## config.mk

```make
export PLATFORM = sky130hd
export DESIGN_NAME = morse_led_pattern_encoder
export DESIGN_NICKNAME = d
export VERILOG_FILES = /design/src/sv/mlpe_pkg.sv /design/src/sv/mlpe_front.sv /design/src/sv/mlpe_back.sv /design/src/sv/morse_led_pattern_encoder.sv
export SDC_FILE = /design/constraint.sdc
export NUM_CORES = 1
export LEC_CHECK = 0
export BUFFER_PORTS_ARGS = -buffer_cell sky130_fd_sc_hd__buf_4
export CORE_MARGIN = 3
export CORE_UTILIZATION = 60
export CTS_BUF_LIST = sky130_fd_sc_hd__clkbuf_2 sky130_fd_sc_hd__clkbuf_4 sky130_fd_sc_hd__clkbuf_8
export DETAILED_ROUTE_END_ITERATION = 10
export HOLD_SLACK_MARGIN = 0.06
export PLACE_DENSITY = 0.82
export SYNTH_ARGS = -nofsm -noshare
export SYNTH_HDL_FRONTEND = slang
export SYNTH_SLANG_ARGS = --single-unit
export TNS_END_PERCENT = 1
```

## constraint.sdc

```tcl
create_clock -name clk -period 2.6 [get_ports clk]
set_input_delay 0.26 -clock clk [delete_from_list [all_inputs] [get_ports clk]]
set_output_delay 0.26 -clock clk [all_outputs]
set_load 0.02 [all_outputs]
```

## src/sv/mlpe_pkg.sv

```systemverilog
// shared types, constants and the morse pattern table
`timescale 1ns / 1ps
package mlpe_pkg;

	localparam int unsigned TimeW   = 16;
	localparam int unsigned SymMax  = 5;
	localparam int unsigned LenW    = 3;
	localparam int unsigned CodeW   = 8;
	localparam int unsigned CfgIdxW = 2;

	// register indexes of the configuration port
	localparam logic [CfgIdxW-1:0] REG_DOT  = 2'd0;
	localparam logic [CfgIdxW-1:0] REG_DASH = 2'd1;
	localparam logic [CfgIdxW-1:0] REG_GAP  = 2'd2;

	localparam logic [TimeW-1:0] DOT_RST  = 16'd200;
	localparam logic [TimeW-1:0] DASH_RST = 16'd600;
	localparam logic [TimeW-1:0] GAP_RST  = 16'd200;

	localparam logic [CodeW-1:0] CHAR_A    = 8'h41;
	localparam logic [CodeW-1:0] CHAR_Z    = 8'h5A;
	localparam logic [CodeW-1:0] CHAR_0    = 8'h30;
	localparam logic [CodeW-1:0] CHAR_9    = 8'h39;
	localparam logic [5:0]       NUM_ALPHA = 6'd26;

	// symbol count and symbols, first symbol in the highest used bit, 1 = dash
	typedef struct packed {
		logic [LenW-1:0]   len;
		logic [SymMax-1:0] bits;
	} pat_t;

	typedef struct packed {
		logic [TimeW-1:0] dot;
		logic [TimeW-1:0] dash;
		logic [TimeW-1:0] gap;
	} timing_t;

	typedef struct packed {
		logic             led;
		logic [TimeW-1:0] hold;
		logic             last;
	} res_t;

	function automatic pat_t pat_of(input logic [5:0] idx);
		pat_t p;
		unique case (idx)
			6'd0:  p = '{3'd2, 5'h01};
			6'd1:  p = '{3'd4, 5'h08};
			6'd2:  p = '{3'd4, 5'h0A};
			6'd3:  p = '{3'd3, 5'h04};
			6'd4:  p = '{3'd1, 5'h00};
			6'd5:  p = '{3'd4, 5'h02};
			6'd6:  p = '{3'd3, 5'h06};
			6'd7:  p = '{3'd4, 5'h00};
			6'd8:  p = '{3'd2, 5'h00};
			6'd9:  p = '{3'd4, 5'h07};
			6'd10: p = '{3'd3, 5'h05};
			6'd11: p = '{3'd4, 5'h04};
			6'd12: p = '{3'd2, 5'h03};
			6'd13: p = '{3'd2, 5'h02};
			6'd14: p = '{3'd3, 5'h07};
			6'd15: p = '{3'd4, 5'h06};
			6'd16: p = '{3'd4, 5'h0D};
			6'd17: p = '{3'd3, 5'h02};
			6'd18: p = '{3'd3, 5'h00};
			6'd19: p = '{3'd1, 5'h01};
			6'd20: p = '{3'd3, 5'h01};
			6'd21: p = '{3'd4, 5'h01};
			6'd22: p = '{3'd3, 5'h03};
			6'd23: p = '{3'd4, 5'h09};
			6'd24: p = '{3'd4, 5'h0B};
			6'd25: p = '{3'd4, 5'h0C};
			6'd26: p = '{3'd5, 5'h1F};
			6'd27: p = '{3'd5, 5'h0F};
			6'd28: p = '{3'd5, 5'h07};
			6'd29: p = '{3'd5, 5'h03};
			6'd30: p = '{3'd5, 5'h01};
			6'd31: p = '{3'd5, 5'h00};
			6'd32: p = '{3'd5, 5'h10};
			6'd33: p = '{3'd5, 5'h18};
			6'd34: p = '{3'd5, 5'h1C};
			6'd35: p = '{3'd5, 5'h1E};
			default: p = '0;
		endcase
		return p;
	endfunction

	// len of zero means the code has no pattern
	function automatic pat_t morse_lookup(input logic [CodeW-1:0] code);
		logic [CodeW-1:0] d;
		pat_t p;
		d = '0;
		p = '0;
		if (code >= CHAR_A && code <= CHAR_Z) begin
			d = code - CHAR_A;
			p = pat_of(d[5:0]);
		end else if (code >= CHAR_0 && code <= CHAR_9) begin
			d = code - CHAR_0;
			p = pat_of(d[5:0] + NUM_ALPHA);
		end
		return p;
	endfunction

endpackage

```

## src/sv/mlpe_front.sv

```systemverilog
// front end: takes characters, looks up the pattern, queues it for the back end
`timescale 1ns / 1ps
module mlpe_front import mlpe_pkg::*; (
	input  logic             clk,
	input  logic             arst_n,
	input  logic             push,
	input  logic [CodeW-1:0] char_code,
	output logic             full,
	output logic             pat_avail,
	output pat_t             pat_head,
	input  logic             take
);

	pat_t       lookup;
	logic       wr_en;
	pat_t       q_mem_q [2];
	logic       wptr_q;
	logic       rptr_q;
	logic [1:0] cnt_q;

	assign lookup    = morse_lookup(char_code);
	assign full      = (cnt_q == 2'd2);
	// codes without a pattern are accepted and dropped
	assign wr_en     = push && !full && (lookup.len != '0);
	assign pat_avail = (cnt_q != 2'd0);
	assign pat_head  = q_mem_q[rptr_q];

	always_ff @(posedge clk) begin
		if (wr_en) begin
			q_mem_q[wptr_q] <= lookup;
		end
	end

	always_ff @(posedge clk or negedge arst_n) begin
		if (!arst_n) begin
			wptr_q <= 1'b0;
			rptr_q <= 1'b0;
			cnt_q  <= 2'd0;
		end else begin
			if (wr_en) begin
				wptr_q <= !wptr_q;
			end
			if (take) begin
				rptr_q <= !rptr_q;
			end
			unique case ({wr_en, take})
				2'b10:   cnt_q <= cnt_q + 2'd1;
				2'b01:   cnt_q <= cnt_q - 2'd1;
				default: cnt_q <= cnt_q;
			endcase
		end
	end

	a_cnt_range: assert property (@(posedge clk) disable iff (!arst_n)
		cnt_q != 2'd3) else $error("pattern queue count out of range");
	a_take_nonempty: assert property (@(posedge clk) disable iff (!arst_n)
		take |-> cnt_q != 2'd0) else $error("pattern taken from empty queue");
	a_no_blank: assert property (@(posedge clk) disable iff (!arst_n)
		wr_en |-> lookup.len != '0 && lookup.len <= LenW'(SymMax))
		else $error("empty or oversized pattern queued");

endmodule

```

## src/sv/mlpe_back.sv

```systemverilog
// back end: walks one pattern and queues its on/off intervals
`timescale 1ns / 1ps
module mlpe_back import mlpe_pkg::*; (
	input  logic             clk,
	input  logic             arst_n,
	input  logic             pat_avail,
	input  pat_t             pat_head,
	output logic             take,
	input  timing_t          times,
	output logic             empty,
	input  logic             pop,
	output logic             led_level,
	output logic [TimeW-1:0] hold_ms,
	output logic             last
);

	logic              busy_q;
	logic              phase_q;
	logic [SymMax-1:0] sym_q;
	logic [LenW-1:0]   left_q;
	res_t              res;
	logic              gen;
	logic              rd_en;
	res_t              o_mem_q [2];
	logic              o_wptr_q;
	logic              o_rptr_q;
	logic [1:0]        o_cnt_q;

	assign take  = !busy_q && pat_avail;
	assign gen   = busy_q && (o_cnt_q != 2'd2);
	assign rd_en = pop && !empty;

	// phase 0: led on for the symbol, phase 1: the gap after it
	always_comb begin
		res.led  = !phase_q;
		res.hold = phase_q ? times.gap : (sym_q[SymMax-1] ? times.dash : times.dot);
		res.last = phase_q && (left_q == LenW'(1));
	end

	always_ff @(posedge clk or negedge arst_n) begin
		if (!arst_n) begin
			busy_q  <= 1'b0;
			phase_q <= 1'b0;
		end else begin
			if (take) begin
				busy_q  <= 1'b1;
				phase_q <= 1'b0;
			end else if (gen) begin
				phase_q <= !phase_q;
				if (phase_q && left_q == LenW'(1)) begin
					busy_q <= 1'b0;
				end
			end
		end
	end

	always_ff @(posedge clk) begin
		if (take) begin
			sym_q  <= pat_head.bits << (LenW'(SymMax) - pat_head.len);
			left_q <= pat_head.len;
		end else if (gen && phase_q) begin
			sym_q  <= sym_q << 1;
			left_q <= left_q - LenW'(1);
		end
	end

	// result queue
	always_ff @(posedge clk) begin
		if (gen) begin
			o_mem_q[o_wptr_q] <= res;
		end
	end

	always_ff @(posedge clk or negedge arst_n) begin
		if (!arst_n) begin
			o_wptr_q <= 1'b0;
			o_rptr_q <= 1'b0;
			o_cnt_q  <= 2'd0;
		end else begin
			if (gen) begin
				o_wptr_q <= !o_wptr_q;
			end
			if (rd_en) begin
				o_rptr_q <= !o_rptr_q;
			end
			unique case ({gen, rd_en})
				2'b10:   o_cnt_q <= o_cnt_q + 2'd1;
				2'b01:   o_cnt_q <= o_cnt_q - 2'd1;
				default: o_cnt_q <= o_cnt_q;
			endcase
		end
	end

	assign empty     = (o_cnt_q == 2'd0);
	assign led_level = o_mem_q[o_rptr_q].led;
	assign hold_ms   = o_mem_q[o_rptr_q].hold;
	assign last      = o_mem_q[o_rptr_q].last;

	a_out_range: assert property (@(posedge clk) disable iff (!arst_n)
		o_cnt_q != 2'd3) else $error("result queue count out of range");
	a_last_is_gap: assert property (@(posedge clk) disable iff (!arst_n)
		gen && res.last |-> !res.led) else $error("last flag on an led-on interval");
	a_done_after_last: assert property (@(posedge clk) disable iff (!arst_n)
		gen && res.last |=> !busy_q) else $error("still busy after last interval");
	a_busy_left: assert property (@(posedge clk) disable iff (!arst_n)
		busy_q |-> left_q != '0) else $error("busy with no symbols left");

endmodule

```

## src/sv/morse_led_pattern_encoder.sv

```systemverilog
// top level: morse code encoder producing led on/off intervals
//
//   channel  | handshake          | payload
//   ---------+--------------------+-----------------------------------------
//   input    | push / full        | char_code[7:0]
//   result   | pop / empty        | led_level, hold_ms[15:0], last
//   config   | cfg_wr             | cfg_idx[1:0], cfg_data[15:0]
//
// a character with n symbols (1 to 5) gives 2n result items, one per cycle once
// loaded while the result queue has room; the back end takes a new pattern only when idle
// characters outside A-Z and 0-9 are accepted and dropped in the front end
// a two-entry pattern queue keeps input open while the back end works; full
// rises when both entries hold patterns; pop stalls halt generation only once
// the two-entry result queue fills; reset clears queues and loads default times
`timescale 1ns / 1ps
module morse_led_pattern_encoder import mlpe_pkg::*; (
	input  logic               clk,
	input  logic               arst_n,
	// character input
	input  logic               push,
	output logic               full,
	input  logic [CodeW-1:0]   char_code,
	// interval output
	output logic               empty,
	input  logic               pop,
	output logic               led_level,
	output logic [TimeW-1:0]   hold_ms,
	output logic               last,
	// configuration writes
	input  logic               cfg_wr,
	input  logic [CfgIdxW-1:0] cfg_idx,
	input  logic [TimeW-1:0]   cfg_data
);

	timing_t times_q;
	logic    pat_avail;
	pat_t    pat_head;
	logic    take;

	// interval time registers; writes to an unused index are dropped
	always_ff @(posedge clk or negedge arst_n) begin
		if (!arst_n) begin
			times_q.dot  <= DOT_RST;
			times_q.dash <= DASH_RST;
			times_q.gap  <= GAP_RST;
		end else if (cfg_wr) begin
			unique case (cfg_idx)
				REG_DOT:  times_q.dot  <= cfg_data;
				REG_DASH: times_q.dash <= cfg_data;
				REG_GAP:  times_q.gap  <= cfg_data;
				default:  times_q      <= times_q;
			endcase
		end
	end

	// front end: lookup and pattern queue
	mlpe_front u_front (
		.clk       (clk),
		.arst_n    (arst_n),
		.push      (push),
		.char_code (char_code),
		.full      (full),
		.pat_avail (pat_avail),
		.pat_head  (pat_head),
		.take      (take)
	);

	// back end: symbol sequencer and result queue
	mlpe_back u_back (
		.clk       (clk),
		.arst_n    (arst_n),
		.pat_avail (pat_avail),
		.pat_head  (pat_head),
		.take      (take),
		.times     (times_q),
		.empty     (empty),
		.pop       (pop),
		.led_level (led_level),
		.hold_ms   (hold_ms),
		.last      (last)
	);

endmodule

```

==> results of run 1 <==
[worst max-delay path, delay by kind of cell]
kind / cells / cell delay, ps
AOI/OAI and AO/OA: 4 / 530
buffers and inverters: 4 / 610
and+or+nand+nor: 3 / 1030
[layout by cell type, fill, tap and decap left out, drive strengths merged, types with 3 or more instances in the layout]
master,synthesis,final
buf,13,118
mux2,68,68
edfxtp,60,60
dfrtp,48,48
nand2,46,46
o21ai,33,33
nor2,26,26
mux2i,24,24
a21oi,23,23
clkbuf,21,17
inv,13,17
ha,16,16
xnor2,15,15
a211oi,11,11
dfstp,10,10
xor2,10,10
nor2b,9,9
a31oi,9,9
nor3,7,7
nand2b,5,5
o32ai,5,5
o22ai,5,5
clkinv,0,5
nand3,4,4
clkinvlp,0,4
or2,4,4
o211ai,3,3
nor3b,3,3
[power by group through the flow]
stage,Clock [mW],Sequential [mW],Combinational (mW)
2_1_floorplan,0,3.03,1.96
3_3_place_gp,0,3.19,2.71
3_5_place_dp,0,3.27,2.82
4_1_cts,1.65,3.24,2.87
5_1_grt,1.73,3.31,3.11
6_report,1.63,3.24,2.88
[metal layers]
metal	track usage	routed length [um]	up-vias
li1	-	-	2168
met5	0	0	-
met4	0.1069	320	0
met2	0.4180	7386	152
met3	0.04169	682	31
met1	0.3358	6185	2269
[sequential cells by signal (all words and copies together), names as in the netlist]
register / flops
times_q: 48
u_back.o_mem_q: 36
u_front.q_mem_q: 16
u_back.sym_q: 5
u_back.left_q: 3
u_back.o_cnt_q: 2
u_front.cnt_q: 2
u_back.busy_q: 1
u_back.o_rptr_q: 1
u_back.o_wptr_q: 1
u_back.phase_q: 1
u_front.rptr_q: 1
u_front.wptr_q: 1
[per-stage QoR]
| stage | util | setup TNS [ps] |
|---|---|---|
| after floorplan | - | 0 |
| after global placement | 0.7159 | -1558 |
| after detailed placement | 0.7159 | -3112 |
| after CTS | 0.7540 | 0 |
| after global routing | 0.7540 | 0 |
| final | 0.7540 | 0 |
[logic make-up after synthesis]
logic type               share of synthesized area
AO/OA/AOI/OAI                               0.1256
AND/OR/NAND/NOR                            0.08915
buffers and inverters                      0.03395
flip-flops                                  0.5092
multiplexers                                0.1645
XOR/XNOR                                   0.04643
adder cells (fa/ha/maj)                    0.03121
[layout make-up]
class                   instances  area, sq um  share of cell area
multi-input cells             365         3008              0.3847
flip-flops and latches        118         3266              0.4177
clock inverters                15        151.4             0.01936
well taps                     136        170.2             0.02176
clock buffers                  17        234.0             0.02992
repair buffers                119        933.4              0.1194
inverters                      13        56.30            0.007201
[worst min-delay path by stage]
stage | from | to | slack (ps) | cells past startpoint
3_5_place_dp | arst_n | u_back.o_cnt_q[1] | 360 | 1
4_1_cts | cfg_data[13] | times_q[13] | 70 | 2
6_report | cfg_data[13] | times_q[13] | 90 | 2
2_1_floorplan | arst_n | times_q[0] | -40 | 0
5_1_grt | cfg_data[10] | times_q[26] | 70 | 2
3_3_place_gp | arst_n | u_back.o_cnt_q[1] | 340 | 1
==> results.md, run 1 <==
* Status: completed
* Worst skew pair latency at 410 ps
* Design area at 0.007819 sq mm
* Core area at 0.01037 sq mm
* Num ports at 51
* Drt pass-1 iters at 6
* Relative slew slack at 0.2967
* Final Hold Fails at 0
* Initial antenna violation count at 0
* Placed inst area at 0.007423 sq mm
* Clk_skew at 12.95 ps
* Leak at 3.180 nW
* Final worst path period need at 2370 ps
* Port bufs at 50
* Area leader, netlist: edfxtp_1
* Largest net degree at the start of global routing at 59
* CTS Root Buffer Type: clkbuf_8
* Ant. Diodes at 0
* CTS tree: yes
* Filler Cell Count at 660
* Critical path's most frequent cell: buf_4
* RR Endpoint: u_back.left_q[1]
* Mapped Cells at 530
* Sink Count at 118
* Post-CTS Hold Fix Bufs at 1
* Final setup violating endpoints at 0
* Ys async rst share at 0.4915
* Design Power at 7.749 mW
* Total wire length at 14580 um
* CTS resizes at 0
* WL per Instance at 18.61 um
* DRC at 0
* Area delta synth->final at 21.91%
* FF+latch count, synth at 118
* Vias in the first global route at 4563
* Switching pwr at 2.781 mW
* Slew Viols, Final at 0
* Dpl ws at -206.3 ps
* Final Non-Filler Cells at 783
* CP Capture Type: register
* Most common cell in the netlist: mux2_2
* Starting Density at 0.6185
* FF-to-FF setup slack at 570 ps
* Area contributors post-synth: edfxtp_1 28%, dfrtp_1 19%, mux2_2 12%, dfstp_2 4.1%, mux2i_1 3.7%
* Logic pwr share at 0.371
* Die Wd at 109.4 um
* Worst r2r path cells at 3
* Synth Warn # at 0
* RSZ-0062 raised after global routing: false
* Critical Path RT at 2660 ps
* Yosys cell types at 74
* Hpwl dp at 10630 um
* Critical path class: in -> reg
* Clock power frac at 0.210
* Rows at 37
* Critical Path End: u_front.q_mem_q[0][4]
* Top post-synthesis cells by count: 68 x mux2_2, 60 x edfxtp_1, 48 x dfrtp_1
* Seq pwr share at 0.419
* Critical R2R Launch: u_back.o_cnt_q[0]
* Slowest cell on crit path: or4b_1
* Largest stage delay, worst path at 510 ps
* Hold WS at 94.38 ps
* Max-cap violations at 0
* Placed cells at 750
* Vias at 4620
* Nets at 681
* Sequential share of the synthesized area at 0.5092
* H-tree Lvls at 4
* Synth Flop Type: edfxtp_1
* Post-CTS setup buffers at 0
* Synth Cell Area at 0.006414 sq mm
* Syn_nets at 577
* Layout cells sized above 1 at 0.4034
* Area fraction of the dominant cell type after synthesis at 0.2809
* Number of synthesized flops with an enable pin at 60
* Worst setup SP type: primary input
* Origin of the worst setup path: char_code[1]
* VDD IR max at 0.0007572 V
* Total GRT Usage at 0.2541
* Synth Area per Inst at 12.10 sq um
* Final ANT Viol Nets at 0
* Die ar. at 0.01197 sq mm
* Avg Vias per Cell at 5.900
* CP Data Arrival Time at 2430 ps
* Worst-margin pin slew at 1044 ps
* Tcrit/Tclk final at 0.9114
* Total grt overflow at 0
* CP Max Fanout at 9
* P_int at 4.968 mW
* Clock transition at path regs at 80 ps
* Worst min path class: in -> reg
* Chip Height at 109.4 um
* CTS Buf Count at 17
* CP Cell Sequence: buf_4, buf_4, o211ai_1, a21oi_1, or4b_1, nand2b_4, buf_12, o22ai_2, o31ai_4, buf_4, nor2_2
* GPL Wtd Cong at 0.8880
* Fmax at 0.4220 GHz
* Pwr Density at 991.1 mW/mm^2
* Switching part of the total at 0.3589
* DRT iter0 DRCs at 347
* First-pass GRT wire length at 23000 um
* Final worst-path setup slack at 230.4 ps
* Max Root-Sink Buffers at 2
Note: power is estimated with default switching activity, not from simulation.
==> inputs of run 2 (changes only) <==
--- a/config.mk
+++ b/config.mk
@@ -5,11 +5,14 @@
 export SDC_FILE = /design/constraint.sdc
 export NUM_CORES = 1
 export LEC_CHECK = 0
+export ABC_AREA = 1
 export BUFFER_PORTS_ARGS = -buffer_cell sky130_fd_sc_hd__buf_4
+export CAP_MARGIN = 25
 export CORE_MARGIN = 3
 export CORE_UTILIZATION = 60
 export CTS_BUF_LIST = sky130_fd_sc_hd__clkbuf_2 sky130_fd_sc_hd__clkbuf_4 sky130_fd_sc_hd__clkbuf_8
 export DETAILED_ROUTE_END_ITERATION = 10
+export GPL_TIMING_DRIVEN = 0
 export HOLD_SLACK_MARGIN = 0.06
 export PLACE_DENSITY = 0.82
 export SYNTH_ARGS = -nofsm -noshare
==> run 2 against run 1 <==
Compared with the run above:
- hold slack gained 4.0 ps
- power shrank 1.9%
- design area shrank 8.0%
- non-clock buffer count shrank 38
- critical path depth grew 6
- first-iteration DRC count grew 38%
- fmax is essentially flat
- utilization shrank 2.5 points
- area after synthesis shrank 4.3%
- global-route usage grew 1.1 points
- clock power is essentially flat
- cell count grew 20%
==> results.md, run 2 <==
* Status: completed
* Setup_tns at 0 ps (unchanged)
* Worst skew pair latency at 430 ps (+20 ps)
* Initial antenna violation count at 0 (unchanged)
* Pwr Density at 1057 mW/mm^2 (+6.7%)
* H-tree Lvls at 4 (unchanged)
* Synth Area per Inst at 8.553 sq um (-29%)
* Largest regs: times_q (48), u_back.o_mem_q (36), u_front.q_mem_q (16)
* Critical path class: in -> reg
* Number of synthesized flops with an enable pin at 60 (unchanged)
* Area fraction of the dominant cell type after synthesis at 0.2934 (+0.01248)
* DRC at 0 (unchanged)
* Largest stage delay, worst path at 310 ps (-200 ps)
* Max Root-Sink Buffers at 2 (unchanged)
* CP Capture Type: register
* Drt pass-1 iters at 5 (-1)
* Total wire length at 14290 um (-2.0%)
* First-pass GRT wire length at 23690 um (+3.0%)
* Worst min path class: in -> reg
* CP Buf/Inv Count at 4 (unchanged)
* Area delta synth->final at 17.07%
* Sink Count at 118 (unchanged)
* Final ANT Viol Nets at 0 (unchanged)
* Design Power at 7.600 mW (-1.9%)
* Final Hold Fails at 0 (unchanged)
* Rows at 36 (-2.7%)
* CP Max Fanout at 11 (+2)
* Worst setup SP type: primary input
* Largest register FFs at 48 (unchanged)
* DRT iter0 DRCs at 480 (+38%)
* RSZ-0062 raised after global routing: false
* Most frequent cells in the layout: 228 x nand2_1, 73 x o21ai_0, 60 x edfxtp_1
* Vias in the first global route at 5017 (+9.9%)
* Largest net degree at the start of global routing at 59 (unchanged)
* Max-cap violations at 0 (unchanged)
* GPL Wtd Cong at 0.9394 (+5.8%)
* Port bufs at 49 (-2.0%)
* Critical R2R Launch: u_back.phase_q
* Mapped Cells at 718 (+35%)
* CTS Buf Count at 17 (unchanged)
* Avg Vias per Cell at 5.592 (-5.2%)
* Critical path's most frequent cell: nand2_2
* Critical Path RT at 2900 ps (+240 ps)
* Clock transition at path regs at 70 ps (about the same)
* Synth Cell Area at 0.006141 sq mm (-4.3%)
* Most flops, register: times_q
* Final worst path period need at 2368 ps (-1.897 ps)
* Starting Density at 0.6225 (+0.004042)
* Hold path start: cfg_data[3]
* Yosys cell types at 46 (-38%)
* Total GRT Usage at 0.2647 (+0.01057)
* Final setup violating endpoints at 0 (unchanged)
* Fmax at 0.4224 GHz (about the same)
* Ant. Diodes at 0 (unchanged)
* Relative slew slack at 0.4431 (+0.1464)
* FF+latch count, synth at 118 (unchanged)
* Synth Warn # at 0 (unchanged)
* Core area at 0.009864 sq mm (-4.9%)
* Most common cell after layout, fill and taps aside: nand2_1
* Slew Viols, Final at 0 (unchanged)
* Num ports at 51 (unchanged)
* CP Data Arrival Time at 2670 ps (+240 ps)
* Clk_skew at 9.738 ps (-3.215 ps)
* Nets at 840 (+23%)
* CTS Root Buffer Type: clkbuf_8
* Layout cells sized above 1 at 0.1762 (-0.2272)
* Hpwl dp at 10140 um (-4.6%)
* Die Wd at 107.2 um (-2.0%)
* Tcrit/Tclk final at 0.9106 (about the same)
* VDD IR max at 0.0006001 V (-21%)
* Sequential share of the synthesized area at 0.5318 (+0.02262)
* CP Cell Sequence: buf_4, inv_2, ha_4, ha_4, buf_4, nor2_1, o21ai_0, nand3_1, nand3_1, nand2_2, inv_2, nand2_2, nand2_2, ha_1, a21oi_1, o21ai_1, xor2_1
* Slowest cell on crit path: ha_1
* Synth Flop Type: edfxtp_1
* Total grt overflow at 0 (unchanged)
* WL per Instance at 15.22 um (-18%)
* Most common cell in the netlist: nand2_1
* Area contributors post-synth: edfxtp_1 29%, dfrtp_1 20%, nand2_1 14%, o21ai_0 6.0%, dfstp_2 4.3%
* Die ar. at 0.01148 sq mm (-4.0%)
* Worst-margin pin slew at 832.3 ps (-211.6 ps)
* Ys async rst share at 0.4915 (unchanged)
* Vias at 5251 (+14%)
* Area leader, netlist: edfxtp_1
* CTS tree: yes
* Top post-synthesis cells by count: 228 x nand2_1, 74 x o21ai_0, 60 x edfxtp_1
* Chip Height at 107.2 um (-2.0%)
* Origin of the worst setup path: char_code[0]
* Worst path top cell family by delay: adder cells
* Leak at 3.272 nW (+2.9%)
* Syn_nets at 765 (+33%)
[run 2: changes by cell type after synthesis, sizes merged, moves of 23 or more]
cell   change
mux2      -68
nand2    +199
a21oi     +23
inv       +44
o21ai     +45
nand3     +38
nor2      +25
[run 2: layout make-up]
cell class              instances  area [sq um]
clock buffers                  21         264.0
multi-input cells             516          2576
flip-flops and latches        118          3266
plain buffers                  25         117.6
inverters                      59         232.7
clock inverters                11         132.6
fillers                       743          2675
repair buffers                 56         434.2
well taps                     133         166.4
[run 2: routing by layer]
metal	up-vias	GRT usage	part of all wire
met5	-	0	0
met4	0	0.09132	0.019
met3	30	0.05238	0.076
met2	228	0.4196	0.47
met1	2454	0.3665	0.44
li1	2539	-	-
[run 2: worst paths after layout]
| path | to | slack (ps) | cells past startpoint |
|---|---|---|---|
| min in group asynchronous | times_q[34] | 440 | 2 |
| max reg2reg | u_back.sym_q[1] | 420 | 4 |
| min reg2reg | u_front.wptr_q | 470 | 2 |
| min | times_q[35] | 100 | 3 |
| max in group asynchronous | u_front.cnt_q[1] | 1670 | 2 |
| max | u_front.cnt_q[1] | 230 | 17 |
[run 2: timing repair]
action | 4_1_cts | 5_1_grt
endpoints found under the setup margin | 8 | 17
hold endpoints to repair | 48 | 0
gates resized for setup | 1 | 12
pin swaps | 0 | 1
hold buffers | 1 | 0
setup buffers | 0 | 3
[run 2: where the power goes]
part	internal, mW	total (mW)	switching (mW)	leakage [nW]
combinational	0.988	2.91	1.92	1.80
sequential	2.81	3.04	0.230	1.27
clock	0.975	1.65	0.679	0.202
[run 2: cell families (layout without fill, tap and decap cells)]
group,after synthesis,count (layout),share of synthesized area
and+or+nand+nor,350,350,0.2406
adders and majority gates,16,16,0.03260
muxes,2,2,0.003260
buffers and inverters,84,172,0.05603
DFF,118,118,0.5318
AOI/OAI and AO/OA,140,140,0.1243
xor gates and xnor gates,8,8,0.01141
[run 2: per-stage QoR]
| stage | setup WS, ps | instance area [sq um] | hold WS, ps | util | cells |
|---|---|---|---|---|---|
| floorplan | 134.0 | 6141 | -35.59 | - | 718 |
| global placement | -397.1 | 6675 | 364.0 | 0.6767 | 900 |
| detailed placement | -474.9 | 6705 | 379.7 | 0.6797 | 903 |
| CTS | 36.65 | 7114 | 76.40 | 0.7212 | 936 |
| global route | 35.61 | 7189 | 93.31 | 0.7288 | 939 |
| finish | 232.3 | 7189 | 98.38 | 0.7288 | 939 |
[run 2: worst register-to-register path, cell delays in order (launching register included)]
cell      delay (ps)
dfrtp_1          320
clkbuf_1         410
clkinv_1         490
o21ai_0          440
buf_4            230
